## src/design/keyboard_scancode_decoder_assert.svh

```systemverilog
// ----------------------------------------------------------------------------
// Keyboard scancode decoder assertion macros
// Concurrent assertion wrappers used by the decoder result stage.
// ----------------------------------------------------------------------------
`ifndef KEYBOARD_SCANCODE_DECODER_ASSERT_SVH
`define KEYBOARD_SCANCODE_DECODER_ASSERT_SVH

// Same-cycle implication, disabled while reset is asserted
`define KSD_ASSERT_IMPLY(label, clk, rst_n, ante, cons, msg) \
    label: assert property (@(posedge clk) disable iff (!rst_n) (ante) |-> (cons)) \
        else $error(msg);

// Next-cycle implication, disabled while reset is asserted
`define KSD_ASSERT_NEXT(label, clk, rst_n, ante, cons, msg) \
    label: assert property (@(posedge clk) disable iff (!rst_n) (ante) |=> (cons)) \
        else $error(msg);

`endif

```

## src/design/ksd_pkg.sv

```systemverilog
// ----------------------------------------------------------------------------
// Keyboard scancode decoder package
// Shared types, codes and constants of the scancode decoder.
// ----------------------------------------------------------------------------
`default_nettype none

package ksd_pkg;

    // Number of consoles reachable by ctrl+alt+function key
    localparam int NUM_CONSOLES = 12;

    // Keymap store geometry: four maps of 128 entries
    localparam int KM_WIDTH  = 8;
    localparam int KM_DEPTH  = 512;
    localparam int KM_ADDR_W = 9;

    // Request opcodes
    localparam logic OP_SCAN      = 1'b0;
    localparam logic OP_MAP_WRITE = 1'b1;

    // Characters of the escape sequences
    localparam logic [7:0] CH_ESC       = 8'h1b;
    localparam logic [7:0] CH_BACKSPACE = 8'h08;
    localparam logic [7:0] CH_LBRACKET  = 8'h5b;
    localparam logic [7:0] CH_TWO       = 8'h32;
    localparam logic [7:0] CH_TILDE     = 8'h7e;
    localparam logic [7:0] CH_UP        = 8'h41;
    localparam logic [7:0] CH_DOWN      = 8'h42;
    localparam logic [7:0] CH_RIGHT     = 8'h43;
    localparam logic [7:0] CH_LEFT      = 8'h44;
    localparam logic [7:0] CH_END       = 8'h46;
    localparam logic [7:0] CH_HOME      = 8'h48;

    // Console switch kinds
    typedef enum logic [1:0] {
        SW_NONE = 2'd0,
        SW_ABS  = 2'd1,
        SW_PREV = 2'd2,
        SW_NEXT = 2'd3
    } ksd_switch_t;

    // Character output kinds decided at decode
    typedef enum logic [2:0] {
        CHR_NONE = 3'd0,
        CHR_MAP  = 3'd1,
        CHR_ESC  = 3'd2,
        CHR_INS  = 3'd3,
        CHR_BS   = 3'd4
    } ksd_chr_t;

    // Decoded scancode handed from the decode stage to the result stage
    typedef struct packed {
        logic        led;
        ksd_switch_t sw_kind;
        logic [3:0]  sw_target;
        ksd_chr_t    chr;
        logic [7:0]  esc_char;
        logic        ctrl;
        logic        lalt;
        logic [2:0]  leds;
    } ksd_req_t;

    // One result item, without its last flag and LED state
    typedef struct packed {
        logic        has_char;
        logic [7:0]  char_code;
        logic        led_update;
        ksd_switch_t switch_kind;
        logic [3:0]  switch_target;
    } ksd_result_t;

endpackage

`default_nettype wire

```

## src/design/keyboard_scancode_decoder.sv

```systemverilog
// ----------------------------------------------------------------------------
// Keyboard scancode decoder
// PC scancode set 1 to character decoder with loadable keymaps.
// ----------------------------------------------------------------------------
// A request is taken every cycle the result buffer can drain in time; a
// scancode is registered in the decode stage and the keymap read ports,
// then in a four-entry result buffer, which sends its one to four results
// in the order LED request, console switch, characters, one result per
// cycle while m_tready is high; a byte or map write with none sends nothing.
// The keymap store is a 512-entry RAM with two registered read ports (base
// entry and selected map entry); it has no reset, so every entry must be
// written with a map write request before a scancode reads it.
`default_nettype none

module keyboard_scancode_decoder
    import ksd_pkg::*;
(
    input  wire logic        clk,
    input  wire logic        rst_n,
    input  wire logic        s_tvalid,
    output logic             s_tready,
    // s_tdata: scan_byte[7:0], map_select[9:8], map_index[16:10],
    //          map_value[24:17], zero[31:25]
    input  wire logic [31:0] s_tdata,
    // s_tuser: opcode[0]
    input  wire logic [0:0]  s_tuser,
    output logic             m_tvalid,
    input  wire logic        m_tready,
    // m_tdata: char_code[7:0], led_update[8], led_bits[11:9],
    //          switch_kind[13:12], switch_target[17:14], zero[23:18]
    output logic [23:0]      m_tdata,
    // m_tuser: has_char[0]
    output logic [0:0]       m_tuser,
    output logic             m_tlast
);

    ksd_req_t               req;
    ksd_result_t            result;
    logic                   req_valid;
    logic                   consume;
    logic [2:0]             leds;
    logic                   km_we;
    logic                   km_re;
    logic [KM_ADDR_W-1:0]   km_waddr;
    logic [KM_ADDR_W-1:0]   km_raddr_a;
    logic [KM_ADDR_W-1:0]   km_raddr_b;
    logic [KM_WIDTH-1:0]    km_wdata;
    logic [KM_WIDTH-1:0]    km_rdata_a;
    logic [KM_WIDTH-1:0]    km_rdata_b;

    // Decode scancodes and track keyboard state
    ksd_decode u_decode (
        .clk        (clk),
        .rst_n      (rst_n),
        .in_valid   (s_tvalid),
        .in_ready   (s_tready),
        .opcode     (s_tuser[0]),
        .scan_byte  (s_tdata[7:0]),
        .map_select (s_tdata[9:8]),
        .map_index  (s_tdata[16:10]),
        .map_value  (s_tdata[24:17]),
        .consume    (consume),
        .req_valid  (req_valid),
        .req        (req),
        .km_we      (km_we),
        .km_waddr   (km_waddr),
        .km_wdata   (km_wdata),
        .km_re      (km_re),
        .km_raddr_a (km_raddr_a),
        .km_raddr_b (km_raddr_b)
    );

    // Keymap store
    ksd_ram #(
        .WIDTH (KM_WIDTH),
        .DEPTH (KM_DEPTH)
    ) u_keymap (
        .clk     (clk),
        .we      (km_we),
        .waddr   (km_waddr),
        .wdata   (km_wdata),
        .re      (km_re),
        .raddr_a (km_raddr_a),
        .raddr_b (km_raddr_b),
        .rdata_a (km_rdata_a),
        .rdata_b (km_rdata_b)
    );

    // Build and send the results
    ksd_results u_results (
        .clk        (clk),
        .rst_n      (rst_n),
        .req_valid  (req_valid),
        .req        (req),
        .base_code  (km_rdata_a),
        .sel_code   (km_rdata_b),
        .consume    (consume),
        .out_valid  (m_tvalid),
        .out_ready  (m_tready),
        .out_result (result),
        .out_leds   (leds),
        .out_last   (m_tlast)
    );

    // Pack the result fields
    assign m_tdata = {6'd0, result.switch_target, result.switch_kind, leds,
                      result.led_update, result.char_code};
    assign m_tuser = result.has_char;

endmodule

`default_nettype wire

```

## src/design/ksd_ram.sv

```systemverilog
// ----------------------------------------------------------------------------
// Keyboard scancode decoder RAM
// Generic RAM with one write port and two registered read ports.
// ----------------------------------------------------------------------------
`default_nettype none

module ksd_ram #(
    parameter int WIDTH = 8,
    parameter int DEPTH = 512
) (
    input  wire logic                     clk,
    input  wire logic                     we,
    input  wire logic [$clog2(DEPTH)-1:0] waddr,
    input  wire logic [WIDTH-1:0]         wdata,
    input  wire logic                     re,
    input  wire logic [$clog2(DEPTH)-1:0] raddr_a,
    input  wire logic [$clog2(DEPTH)-1:0] raddr_b,
    output logic      [WIDTH-1:0]         rdata_a,
    output logic      [WIDTH-1:0]         rdata_b
);

    logic [WIDTH-1:0] mem [DEPTH];

    // Write one entry
    always_ff @(posedge clk)
    begin
        if (we)
        begin
            mem[waddr] <= wdata;
        end
    end

    // Register both read ports, hold data while not enabled
    always_ff @(posedge clk)
    begin
        if (re)
        begin
            rdata_a <= mem[raddr_a];
            rdata_b <= mem[raddr_b];
        end
    end

endmodule

`default_nettype wire

```

## src/design/ksd_decode.sv

```systemverilog
// ----------------------------------------------------------------------------
// Keyboard scancode decoder front end
// Tracks modifier, lock and prefix state, classifies each scancode and
// issues the keymap reads and writes.
// ----------------------------------------------------------------------------
`default_nettype none

module ksd_decode
    import ksd_pkg::*;
(
    input  wire logic                 clk,
    input  wire logic                 rst_n,
    input  wire logic                 in_valid,
    output logic                      in_ready,
    input  wire logic                 opcode,
    input  wire logic [7:0]           scan_byte,
    input  wire logic [1:0]           map_select,
    input  wire logic [6:0]           map_index,
    input  wire logic [7:0]           map_value,
    input  wire logic                 consume,
    output logic                      req_valid,
    output ksd_req_t                  req,
    output logic                      km_we,
    output logic [KM_ADDR_W-1:0]      km_waddr,
    output logic [KM_WIDTH-1:0]       km_wdata,
    output logic                      km_re,
    output logic [KM_ADDR_W-1:0]      km_raddr_a,
    output logic [KM_ADDR_W-1:0]      km_raddr_b
);

    // Prefix tracker states
    typedef enum logic [3:0] {
        PFX_NONE  = 4'b0001,
        PFX_E0    = 4'b0010,
        PFX_SKIP2 = 4'b0100,
        PFX_SKIP1 = 4'b1000
    } pfx_t;

    // Modifier bit positions
    localparam int M_LSHIFT = 0;
    localparam int M_RSHIFT = 1;
    localparam int M_LCTRL  = 2;
    localparam int M_RCTRL  = 3;
    localparam int M_LALT   = 4;
    localparam int M_RALT   = 5;

    // Lock bit positions
    localparam int L_SCROLL = 0;
    localparam int L_NUM    = 1;
    localparam int L_CAPS   = 2;

    logic [5:0] mod_reg,  mod_next;
    logic [2:0] lp_reg,   lp_next;
    logic [2:0] lm_reg,   lm_next;
    pfx_t       pfx_reg,  pfx_next;
    logic       valid_reg, valid_next;
    ksd_req_t   req_reg,  req_next;

    logic       in_fire;
    logic       scan_fire;
    logic       alt_ctrl;
    logic       shifted;
    logic [3:0] fkey;

    function automatic logic is_alpha(input logic [7:0] d);
        is_alpha = (d >= 8'h10 && d <= 8'h1a) || (d >= 8'h1e && d <= 8'h28) ||
                   (d >= 8'h2c && d <= 8'h32);
    endfunction

    assign in_ready  = !valid_reg || consume;
    assign in_fire   = in_valid && in_ready;
    assign scan_fire = in_fire && (opcode == OP_SCAN);

    // Keymap write on a map write request
    assign km_we    = in_fire && (opcode == OP_MAP_WRITE);
    assign km_waddr = {map_select, map_index};
    assign km_wdata = map_value;

    // Decode one scancode against the current state
    always_comb
    begin
        mod_next  = mod_reg;
        lp_next   = lp_reg;
        lm_next   = lm_reg;
        pfx_next  = pfx_reg;
        alt_ctrl  = 1'b0;
        fkey      = 4'd0;
        req_next           = req_reg;
        req_next.led       = 1'b0;
        req_next.sw_kind   = SW_NONE;
        req_next.sw_target = 4'd0;
        req_next.chr       = CHR_NONE;
        req_next.esc_char  = 8'd0;

        unique case (pfx_reg)
            PFX_E0:
            begin
                pfx_next = PFX_NONE;
                alt_ctrl = mod_reg[M_LALT] && (mod_reg[M_LCTRL] || mod_reg[M_RCTRL]);
                case (scan_byte)
                    8'h38: mod_next[M_RALT]  = 1'b1;
                    8'hb8: mod_next[M_RALT]  = 1'b0;
                    8'h1d: mod_next[M_RCTRL] = 1'b1;
                    8'h9d: mod_next[M_RCTRL] = 1'b0;
                    8'h48:
                    begin
                        req_next.chr      = CHR_ESC;
                        req_next.esc_char = CH_UP;
                    end
                    8'h50:
                    begin
                        req_next.chr      = CHR_ESC;
                        req_next.esc_char = CH_DOWN;
                    end
                    8'h47:
                    begin
                        req_next.chr      = CHR_ESC;
                        req_next.esc_char = CH_HOME;
                    end
                    8'h4f:
                    begin
                        req_next.chr      = CHR_ESC;
                        req_next.esc_char = CH_END;
                    end
                    8'h4b:
                    begin
                        if (alt_ctrl)
                        begin
                            req_next.sw_kind = SW_PREV;
                        end
                        else
                        begin
                            req_next.chr      = CHR_ESC;
                            req_next.esc_char = CH_LEFT;
                        end
                    end
                    8'h4d:
                    begin
                        if (alt_ctrl)
                        begin
                            req_next.sw_kind = SW_NEXT;
                        end
                        else
                        begin
                            req_next.chr      = CHR_ESC;
                            req_next.esc_char = CH_RIGHT;
                        end
                    end
                    8'h52: req_next.chr = CHR_INS;
                    8'h53: req_next.chr = CHR_BS;
                    default: ;
                endcase
            end
            PFX_SKIP2: pfx_next = PFX_SKIP1;
            PFX_SKIP1: pfx_next = PFX_NONE;
            default:
            begin
                if (scan_byte == 8'he0)
                begin
                    pfx_next = PFX_E0;
                end
                else if (scan_byte == 8'he1)
                begin
                    pfx_next = PFX_SKIP2;
                end
                else
                begin
                    // Modifier and lock keys
                    case (scan_byte)
                        8'h38: mod_next[M_LALT]   = 1'b1;
                        8'hb8: mod_next[M_LALT]   = 1'b0;
                        8'h1d: mod_next[M_LCTRL]  = 1'b1;
                        8'h9d: mod_next[M_LCTRL]  = 1'b0;
                        8'h2a: mod_next[M_LSHIFT] = 1'b1;
                        8'haa: mod_next[M_LSHIFT] = 1'b0;
                        8'h36: mod_next[M_RSHIFT] = 1'b1;
                        8'hb6: mod_next[M_RSHIFT] = 1'b0;
                        8'h45:
                        begin
                            lm_next[L_NUM] = lm_reg[L_NUM] ^ !lp_reg[L_NUM];
                            lp_next[L_NUM] = 1'b1;
                            req_next.led   = 1'b1;
                        end
                        8'hc5: lp_next[L_NUM] = 1'b0;
                        8'h46:
                        begin
                            lm_next[L_SCROLL] = lm_reg[L_SCROLL] ^ !lp_reg[L_SCROLL];
                            lp_next[L_SCROLL] = 1'b1;
                            req_next.led      = 1'b1;
                        end
                        8'hc6: lp_next[L_SCROLL] = 1'b0;
                        8'h3a:
                        begin
                            lm_next[L_CAPS] = lm_reg[L_CAPS] ^ !lp_reg[L_CAPS];
                            lp_next[L_CAPS] = 1'b1;
                            req_next.led    = 1'b1;
                        end
                        8'hba: lp_next[L_CAPS] = 1'b0;
                        default: ;
                    endcase

                    // Function keys with ctrl+alt select a console
                    alt_ctrl = mod_next[M_LALT] && (mod_next[M_LCTRL] || mod_next[M_RCTRL]);
                    if (scan_byte >= 8'h3b && scan_byte <= 8'h44)
                    begin
                        fkey = 4'(scan_byte - 8'h3a);
                    end
                    else if (scan_byte == 8'h57 || scan_byte == 8'h58)
                    begin
                        fkey = 4'(scan_byte - 8'h4c);
                    end
                    if (fkey != 4'd0 && alt_ctrl && fkey <= 4'(NUM_CONSOLES))
                    begin
                        req_next.sw_kind   = SW_ABS;
                        req_next.sw_target = fkey - 4'd1;
                    end

                    // Make codes go through the keymaps
                    if (!scan_byte[7])
                    begin
                        req_next.chr = CHR_MAP;
                    end
                end
            end
        endcase

        req_next.ctrl = mod_next[M_LCTRL] || mod_next[M_RCTRL];
        req_next.lalt = mod_next[M_LALT];
        req_next.leds = lm_next;
    end

    // Keymap reads: base entry and the selected map entry
    assign shifted    = mod_next[M_LSHIFT] || mod_next[M_RSHIFT] ||
                        (lm_next[L_CAPS] && is_alpha(scan_byte));
    assign km_re      = scan_fire;
    assign km_raddr_a = {2'b00, scan_byte[6:0]};
    assign km_raddr_b = {mod_next[M_RALT], shifted, scan_byte[6:0]};

    // Hold the decoded request until the result stage takes it
    always_comb
    begin
        valid_next = valid_reg;
        if (in_fire)
        begin
            valid_next = scan_fire;
        end
        else if (consume)
        begin
            valid_next = 1'b0;
        end
    end

    // Advance state on each accepted scancode
    always_ff @(posedge clk or negedge rst_n)
    begin
        if (!rst_n)
        begin
            mod_reg   <= 6'd0;
            lp_reg    <= 3'd0;
            lm_reg    <= 3'd0;
            pfx_reg   <= PFX_NONE;
            valid_reg <= 1'b0;
        end
        else
        begin
            valid_reg <= valid_next;
            if (scan_fire)
            begin
                mod_reg <= mod_next;
                lp_reg  <= lp_next;
                lm_reg  <= lm_next;
                pfx_reg <= pfx_next;
            end
        end
    end

    always_ff @(posedge clk)
    begin
        if (scan_fire)
        begin
            req_reg <= req_next;
        end
    end

    assign req_valid = valid_reg;
    assign req       = req_reg;

endmodule

`default_nettype wire

```

## src/design/ksd_results.sv

```systemverilog
// ----------------------------------------------------------------------------
// Keyboard scancode decoder result stage
// Builds the result list of one decoded scancode and sends it one item
// per cycle while out_ready is high.
// ----------------------------------------------------------------------------
`default_nettype none

`include "keyboard_scancode_decoder_assert.svh"

module ksd_results
    import ksd_pkg::*;
(
    input  wire logic                clk,
    input  wire logic                rst_n,
    input  wire logic                req_valid,
    input  wire ksd_req_t            req,
    input  wire logic [KM_WIDTH-1:0] base_code,
    input  wire logic [KM_WIDTH-1:0] sel_code,
    output logic                     consume,
    output logic                     out_valid,
    input  wire logic                out_ready,
    output ksd_result_t              out_result,
    output logic [2:0]               out_leds,
    output logic                     out_last
);

    ksd_result_t res [4];
    logic [2:0]  cnt;
    logic [7:0]  map_char;

    ksd_result_t job_res_reg [4];
    logic        job_valid_reg, job_valid_next;
    logic [1:0]  job_ptr_reg,   job_ptr_next;
    logic [1:0]  job_last_reg;
    logic [2:0]  job_leds_reg;

    logic        job_free;
    logic        load;
    logic        out_fire;

    // Translate the keymap entries
    always_comb
    begin
        map_char = req.ctrl ? (base_code & 8'h1f) : sel_code;
        if (req.lalt)
        begin
            map_char = map_char ^ 8'h80;
        end
    end

    // Build the result list in output order
    always_comb
    begin
        for (int i = 0; i < 4; i++)
        begin
            res[i] = '{has_char: 1'b0, char_code: 8'd0, led_update: 1'b0,
                       switch_kind: SW_NONE, switch_target: 4'd0};
        end
        cnt = 3'd0;
        if (req.led)
        begin
            res[cnt[1:0]].led_update = 1'b1;
            cnt = cnt + 3'd1;
        end
        if (req.sw_kind != SW_NONE)
        begin
            res[cnt[1:0]].switch_kind   = req.sw_kind;
            res[cnt[1:0]].switch_target = req.sw_target;
            cnt = cnt + 3'd1;
        end
        unique case (req.chr)
            CHR_MAP:
            begin
                if (base_code != 8'd0)
                begin
                    res[cnt[1:0]].has_char  = 1'b1;
                    res[cnt[1:0]].char_code = map_char;
                    cnt = cnt + 3'd1;
                end
            end
            CHR_ESC:
            begin
                res[0].has_char  = 1'b1;
                res[0].char_code = CH_ESC;
                res[1].has_char  = 1'b1;
                res[1].char_code = CH_LBRACKET;
                res[2].has_char  = 1'b1;
                res[2].char_code = req.esc_char;
                cnt = 3'd3;
            end
            CHR_INS:
            begin
                res[0].has_char  = 1'b1;
                res[0].char_code = CH_ESC;
                res[1].has_char  = 1'b1;
                res[1].char_code = CH_LBRACKET;
                res[2].has_char  = 1'b1;
                res[2].char_code = CH_TWO;
                res[3].has_char  = 1'b1;
                res[3].char_code = CH_TILDE;
                cnt = 3'd4;
            end
            CHR_BS:
            begin
                res[0].has_char  = 1'b1;
                res[0].char_code = CH_BACKSPACE;
                cnt = 3'd1;
            end
            default: ;
        endcase
    end

    // Take the request once the result buffer drains, or at once if it has no results
    assign out_fire = job_valid_reg && out_ready;
    assign job_free = !job_valid_reg || (out_ready && job_ptr_reg == job_last_reg);
    assign consume  = req_valid && (cnt == 3'd0 || job_free);
    assign load     = req_valid && cnt != 3'd0 && job_free;

    // Advance through the result buffer
    always_comb
    begin
        job_valid_next = job_valid_reg;
        job_ptr_next   = job_ptr_reg;
        if (load)
        begin
            job_valid_next = 1'b1;
            job_ptr_next   = 2'd0;
        end
        else if (out_fire)
        begin
            if (job_ptr_reg == job_last_reg)
            begin
                job_valid_next = 1'b0;
            end
            else
            begin
                job_ptr_next = job_ptr_reg + 2'd1;
            end
        end
    end

    always_ff @(posedge clk or negedge rst_n)
    begin
        if (!rst_n)
        begin
            job_valid_reg <= 1'b0;
            job_ptr_reg   <= 2'd0;
        end
        else
        begin
            job_valid_reg <= job_valid_next;
            job_ptr_reg   <= job_ptr_next;
        end
    end

    always_ff @(posedge clk)
    begin
        if (load)
        begin
            job_res_reg  <= res;
            job_last_reg <= 2'(cnt - 3'd1);
            job_leds_reg <= req.leds;
        end
    end

    assign out_valid  = job_valid_reg;
    assign out_result = job_res_reg[job_ptr_reg];
    assign out_leds   = job_leds_reg;
    assign out_last   = job_ptr_reg == job_last_reg;

    `KSD_ASSERT_IMPLY(a_ptr_range, clk, rst_n, job_valid_reg, job_ptr_reg <= job_last_reg, "result pointer beyond list")
    `KSD_ASSERT_NEXT(a_load_start, clk, rst_n, load, job_valid_reg && job_ptr_reg == 2'd0, "result list not started")
    `KSD_ASSERT_NEXT(a_no_drop, clk, rst_n, out_fire && !out_last, job_valid_reg && job_ptr_reg == $past(job_ptr_reg) + 2'd1, "result list cut short")
    `KSD_ASSERT_NEXT(a_stall_hold, clk, rst_n, job_valid_reg && !out_ready, job_valid_reg && $stable(job_ptr_reg), "stalled result moved")
    `KSD_ASSERT_IMPLY(a_led_first, clk, rst_n, job_valid_reg && out_result.led_update, job_ptr_reg == 2'd0, "LED request not first")

endmodule

`default_nettype wire
```

## config.mk

```make
export PLATFORM = sky130hd
export DESIGN_NAME = keyboard_scancode_decoder
export DESIGN_NICKNAME = d
export VERILOG_FILES = /design/src/design/ksd_pkg.sv /design/src/design/keyboard_scancode_decoder.sv /design/src/design/ksd_ram.sv /design/src/design/ksd_decode.sv /design/src/design/ksd_results.sv
export VERILOG_INCLUDE_DIRS = /design/src /design/src/design
export SDC_FILE = /design/constraint.sdc
export NUM_CORES = 2
export LEC_CHECK = 0
export BUFFER_PORTS_ARGS = -buffer_cell sky130_fd_sc_hd__clkbuf_2
export CAP_MARGIN = 10
export CORE_MARGIN = 2
export CORE_UTILIZATION = 40
export CTS_CLUSTER_DIAMETER = 30
export DETAILED_ROUTE_END_ITERATION = 8
export PLACE_DENSITY = 0.54
export SETUP_SLACK_MARGIN = 0.5
export SKIP_LAST_GASP = 1
export SYNTH_ARGS = -nofsm -noshare
export SYNTH_HDL_FRONTEND = slang
export SYNTH_SLANG_ARGS = --single-unit
```

## constraint.sdc

```tcl
create_clock -name clk -period 8.8 [get_ports clk]
set_input_delay 1.76 -clock clk [delete_from_list [all_inputs] [get_ports clk]]
set_output_delay 1.76 -clock clk [all_outputs]
set_load 0.01 [all_outputs]
```

* After elaboration in Yosys (flattened, before gate mapping)
Memories as Yosys holds them, arrays and structs flattened. A register that Yosys moved wholly into a read port is not among the register bits.
Cells that the tools add are included.
** Storage, ports and cells
- Register bits :: 112
- Memory bits (writable) :: 4096
- Bits of input ports :: 37
- Output and inout bits :: 28
- Logic and storage cells :: 262
- Memories kept :: 1
** Operators by class
- $add $sub $neg :: 7
- $lt $le $gt $ge :: 14
- Equal/unequal tests :: 35
- Muxes and demuxes :: 93
- Bitwise operators :: 12
- Reductions and logical operators :: 61
** Memory list
- u_keymap.mem :: depth 512, width 8, read ports 2, clocked after memory_dff 2, write ports 1, RTL line ksd_ram.sv:22 : logic [WIDTH-1:0] mem [DEPTH];
** Operator list (number)
- $bwmux 64 :: 4
- $demux 16 s2 :: 4
- $mux 64 :: 2
- $eq 8x7->1 const B :: 12
- $eq 8x8->1 const B :: 9
- $pmux 9 s3 :: 2
- $mux 16 :: 3
- $pmux 8 s6 :: 1
- $pmux 9 s2 :: 2
- $bmux 16 s2 :: 1
- $eq 8x6->1 const B :: 4
- $mux 4 :: 8
- $mux 7 :: 4
- $mux 1 :: 25
- $mux 3 :: 8
- $mux 10 :: 2
- $logic_and 1x1->1 :: 19
- $mux 9 :: 2
- $pmux 1 s2 :: 9
- $ge 8x5->1 const B :: 2
- $ge 8x6->1 const B :: 2
- $le 8x6->1 const B :: 2
- $mux 8 :: 2
- $mux 15 :: 1
- 46 further kinds :: 92

* Depth between registers and ports, before layout
- Word-level depth :: 14
- Gate-level depth with buffers :: 16
- Depth with buffers taken out :: 15

* Cells and area by module
From an unflattened synthesis, not the netlist that was laid out.
** Unflattened totals
- Cells, all modules :: 11963
- Area total of the unflattened synthesis :: 201554.6 um2
** Modules (own cells, without submodules)
- ksd_ram :: times used 1, cells an instance 11451, area an instance 195840.3 um2, sequential area each 123478.4 um2
- ksd_decode :: times used 1, cells an instance 292, area an instance 2872.8 um2, sequential area each 1027.2 um2
- ksd_results :: times used 1, cells an instance 213, area an instance 2792.7 um2, sequential area each 1696.6 um2
- keyboard_scancode_decoder :: times used 1, cells an instance 7, area an instance 48.8 um2, sequential area each 0.0 um2

* Least setup slack after synthesis
No wires, ideal clock.
- Kind :: input to register
- Start :: input port s_tdata[2]
- End :: register u_decode.req_reg, in the netlist u_decode.req[16], data pin
- Setup time :: 0.133 ns
- Data arrival time :: 5.303 ns
- Data required time :: 8.667 ns
- Setup slack :: 3.364 ns
- Cell stages on the path :: 15
- Path buffers :: 5
- Path through :: buf_2 > inv_2 > buf_1 > buf_2 > clkbuf_1 > ha_1 > clkbuf_1 > nor3b_1 > a21oi_1 > nor3_1 > o21ai_0 > ha_1 > and3_1 > a2111oi_2 > and2_1
** On the way
- Longest elaborated chain between the ends :: 12
- Elaborated cells on any way between the ends :: 36
- Classes of those cells :: add/sub: 3; order compare: 3; eq/ne: 8; mux: 13; bitwise: 1; reduce/logical: 8
** Ends and longest elaborated chain
- start: declaration :: RTL line keyboard_scancode_decoder.sv:24 : input wire logic [31:0] s_tdata,
- branches (longest 12 deep; another with $ge 8x6->1)
- end signal: assignment :: RTL line ksd_decode.sv:281 : req_reg <= req_next;
- end: declaration :: RTL line ksd_decode.sv:57 : ksd_req_t req_reg, req_next;
Several ways; the timed one is not identified. The select of a mux whose other input is x is not followed.
A chain may end at the register's enable or synchronous reset.

* Worst setup path in the final report
- Start :: register u_keymap.rdata_a[0] (read register of u_keymap.mem)
- End :: memory u_keymap.mem[298][6] (enable)
** On the way
- Longest elaborated chain between the ends :: 11
** Ends and longest elaborated chain
- start: declaration :: RTL line ksd_ram.sv:18 : output logic [WIDTH-1:0] rdata_a,
- $reduce_bool 8->1 :: RTL line ksd_results.sv:74 : if (base_code != 8'd0)
- $mux 3 :: RTL line ksd_results.sv:74
- $pmux 3 s4 :: RTL line ksd_results.sv:71 : unique case (req.chr)
- $logic_not 3->1 :: RTL line ksd_results.sv:116 : assign consume = req_valid && (cnt == 3'd0 || job_free);
- $logic_or 1x1->1 :: RTL line ksd_results.sv:116
- $logic_and 1x1->1 :: RTL line ksd_results.sv:116
- $logic_or 1x1->1 :: RTL line ksd_decode.sv:70 : assign in_ready = !valid_reg || consume;
- $logic_and 1x1->1 :: RTL line ksd_decode.sv:71 : assign in_fire = in_valid && in_ready;
- $logic_and 1x1->1 :: RTL line ksd_decode.sv:75 : assign km_we = in_fire && (opcode == OP_MAP_WRITE);
- $mux 1 :: RTL line ksd_ram.sv:27 : if (we)
- $mux 1 (implied by the code) :: RTL line ksd_ram.sv:29 : mem[waddr] <= wdata;
- end: declaration :: RTL line ksd_ram.sv:22
Every way passes these cells.

==> flow_summary_export.csv <==
group,metric,value,unit
flow_run,max_cap_violations,0,
clocking,h-tree-depth,6,
final_layout,final_core_util,0.487,
die,die_w,647,um
final_layout,largest_register_ffs,4096,
timing,hold_viol_final,0,
die,ios,65,
setup_path,cp_max_fo,68,
timing,worstMarginPinSlew,1.51,ns
detailed_routing,wl_per_cell,34.2,um
global_route,overflow,0,
clocking,cts_setup_buffers,0,
clocking,cts.clk_slew.worst_paths,0.04,ns
timing,setup_viol,0,
setup_path,timing_worst_setup_path_type,"flop to flop",
timing,fin_tns_setup,0,ns
global_route,grt_max_degree,224,
yosys,ys_warn_count,0,
status,violations,"slew limit",
clocking,cts-hold-fix-buffers,0,
timing,fin_skew,0.0715,ns
global_route,use_met1,0.326,
global_route,grt_first_pass_wirelength,706000,um
global_route,top_usage_layer,"met2",
power,leakage,64.5,nW
die,fp-row-count,235,
global_route,grt_pass1_vias,88681,
detailed_routing,dr.pass1.iters,8,
detailed_routing,route.final.wire_length,511000,um
clocking,cts_tree,"built",
yosys,synth_area_leaders,"edfxtp_1 76%, mux4_2 12%, mux2i_1 2.8%, nor2_1 1.4%, nand2_1 0.83%",
setup_path,ff2ff_setup_slack,2.57,ns
clocking,cts_resized,0,
global_route,use_met2,0.378,
timing,fmax,161,MHz
detailed_routing,drc_errors,0,
detailed_routing,drt-vias-per-instance,5.87,
yosys,synth_most_common_cell,"edfxtp_1",
yosys,yosys.area.top_type,"edfxtp_1",
yosys,synthTopCellsByCount,"4186 x edfxtp_1, 892 x mux4_2, 601 x nor2_1",
power,peakVddDrop,0.210,mV
timing,finalCriticalPeriod,6.23,ns
final_layout,stdcell_area,200000,sq um
yosys,synth_cell_types,88,
global_route,grt_antenna_before_repair,37,
die,dieArea,418000,sq um
setup_path,critPathCaptureType,"flop",
yosys,async_flop_share,0.00476,
detailed_routing,drt-initial-drc-count,11414,
die,initial_core_util,0.402,
yosys,syn-cell-area,165000,sq um
final_layout,nets,8796,
die,core,410000,sq um
setup_path,critical_path_arrival,6.93,ns
place,dp_hpwl,310000,um
yosys,synth-seq-cells,4206,
clocking,clkLatencyLatePin,1.12,ns
clocking,cts_buffers,819,
setup_path,cp_data_required_time,9.50,ns
yosys,netlist.area_leader.share,0.761,
detailed_routing,vias,87656,
yosys,syn_area_per_cell,20.3,sq um
place,port-buffer-count,51,
timing,slew_violations,19,
yosys,synth_cells,8140,
yosys,synth_edf_count,4186,
global_route,met3_usage,0.0521,
clocking,cts_buffer_depth,4,
yosys,ys_seq_area_frac,0.764,
timing,max-slew-margin-rel,-0.00339,
timing,finalCritPeriodShare,0.708,
worst_hold_path,hp-class,"flop to flop",
place,gp_congestion,0.851,
global_route,grt_use_total,0.241,
status,status,"complete, but fails checks",
final_layout,drive_gt1_frac,0.276,
setup_path,critPathLaunchType,"flop",
final_layout,area_growth_syn_to_layout,21.0,%
place,place_area,172000,sq um
timing,rsz0062_at_grt,"false",
detailed_routing,antenna_left,0,
clocking,cts_num_sinks,4206,
clocking,cts_root_buf,"clkbuf_16",
yosys,synthFlopType,"edfxtp_1",
power,p_per_area,278,nW/um^2
die,die_h,647,um
## area by class of cell
| type | count | area (sq um) |
|---|---|---|
| Clock buffer | 924 | 21000 |
| Tap cell | 5451 | 6820 |
| Timing Repair Buffer | 272 | 2580 |
| Sequential cell | 4206 | 126000 |
| Clock inverter | 609 | 6700 |
| Multi-Input combinational cell | 3414 | 36300 |
| Inverter | 31 | 133 |
| Fill cell | 33478 | 211000 |
| Antenna cell | 23 | 57.6 |
## cell families after synthesis
| family | synth area share |
|---|---|
| AOI/OAI and AO/OA | 0.0314 |
| xor gates and xnor gates | 0.000743 |
| adders and majority gates | 0.00114 |
| buffers and inverters | 0.0177 |
| DFF | 0.764 |
| muxes | 0.154 |
| other | 0.0000227 |
| and+or+nand+nor | 0.0311 |
## worst max-delay path, cell delays in order, from the launching register on
cell      delay (ns)
edfxtp_1        0.41
nor4_2          0.76
nand2_1         0.20
nand2_1         0.14
nor2_1          0.05
a221o_1         0.30
a21oi_1         0.20
ha_1            0.19
inv_1           0.04
a311o_1         0.34
nand3_1         0.18
and2_1          0.20
nand4b_1        0.82
buf_4           0.65
nor2_1          1.10
## per-stage QoR
stage	hold WS [ns]	worst slack, ns	total power [mW]	cells
after floorplan	0.400	3.36	23.9	8145
after global placement	0.464	2.34	25.2	13371
after detailed placement	0.461	2.34	25.2	13373
after CTS	0.471	2.68	55.8	14906
after global routing	0.470	2.36	56.9	14913
final	0.476	2.57	55.5	14930
## layout by cell type (no fill, tap or decap), drive strengths merged, types with 8 or more instances in the layout
cell	instances
edfxtp	4186
clkbuf	961
mux4	892
nor2	602
mux2i	466
clkinv	365
nand2	364
buf	235
a21oi	166
o21ai	133
a22oi	131
inv	95
bufinv	93
a221oi	87
clkinvlp	87
nand3	62
o221ai	57
mux2	56
nor3	44
o211ai	25
nand4	25
diode	23
o22ai	23
and2	22
a31oi	21
dfrtp	19
a211oi	16
nand2b	16
ha	15
nor2b	13
and3	12
nor4	12
a22o	11
nor3b	9
o32ai	8
xor2	8
o31ai	8
## power breakdown
part,internal (mW),leakage [nW],switching (mW)
combinational,0.804,13.3,1.80
sequential,22.2,37.9,0.0603
clock,19.9,13.3,10.7
total,43.0,64.5,12.6
## worst paths after layout
kind | startpoint | endpoint | cells after the start
min | u_decode.req[0]$_DFFE_PP_ | u_results.out_leds[0]$_DFFE_PP_ | 0
min in group asynchronous | rst_n | u_decode.pfx_reg[2]$_DFFE_PN0P_ | 1
min reg2reg | u_decode.req[0]$_DFFE_PP_ | u_results.out_leds[0]$_DFFE_PP_ | 0
max in group asynchronous | rst_n | u_results.out_valid$_DFFE_PN0P_ | 1
max | u_keymap.rdata_a[0]$_DFFE_PP_ | u_keymap.mem[298][6]$_DFFE_PP_ | 14
max reg2reg | u_keymap.rdata_a[0]$_DFFE_PP_ | u_keymap.mem[298][6]$_DFFE_PP_ | 14
## layer usage
layer  routed length, um  up-vias
met5                  56        -
met2              241000     4520
met4               21200        6
met3               44800      929
met1              204000    46981
li1                    -    35220
Power figures use the tool's default switching activity.
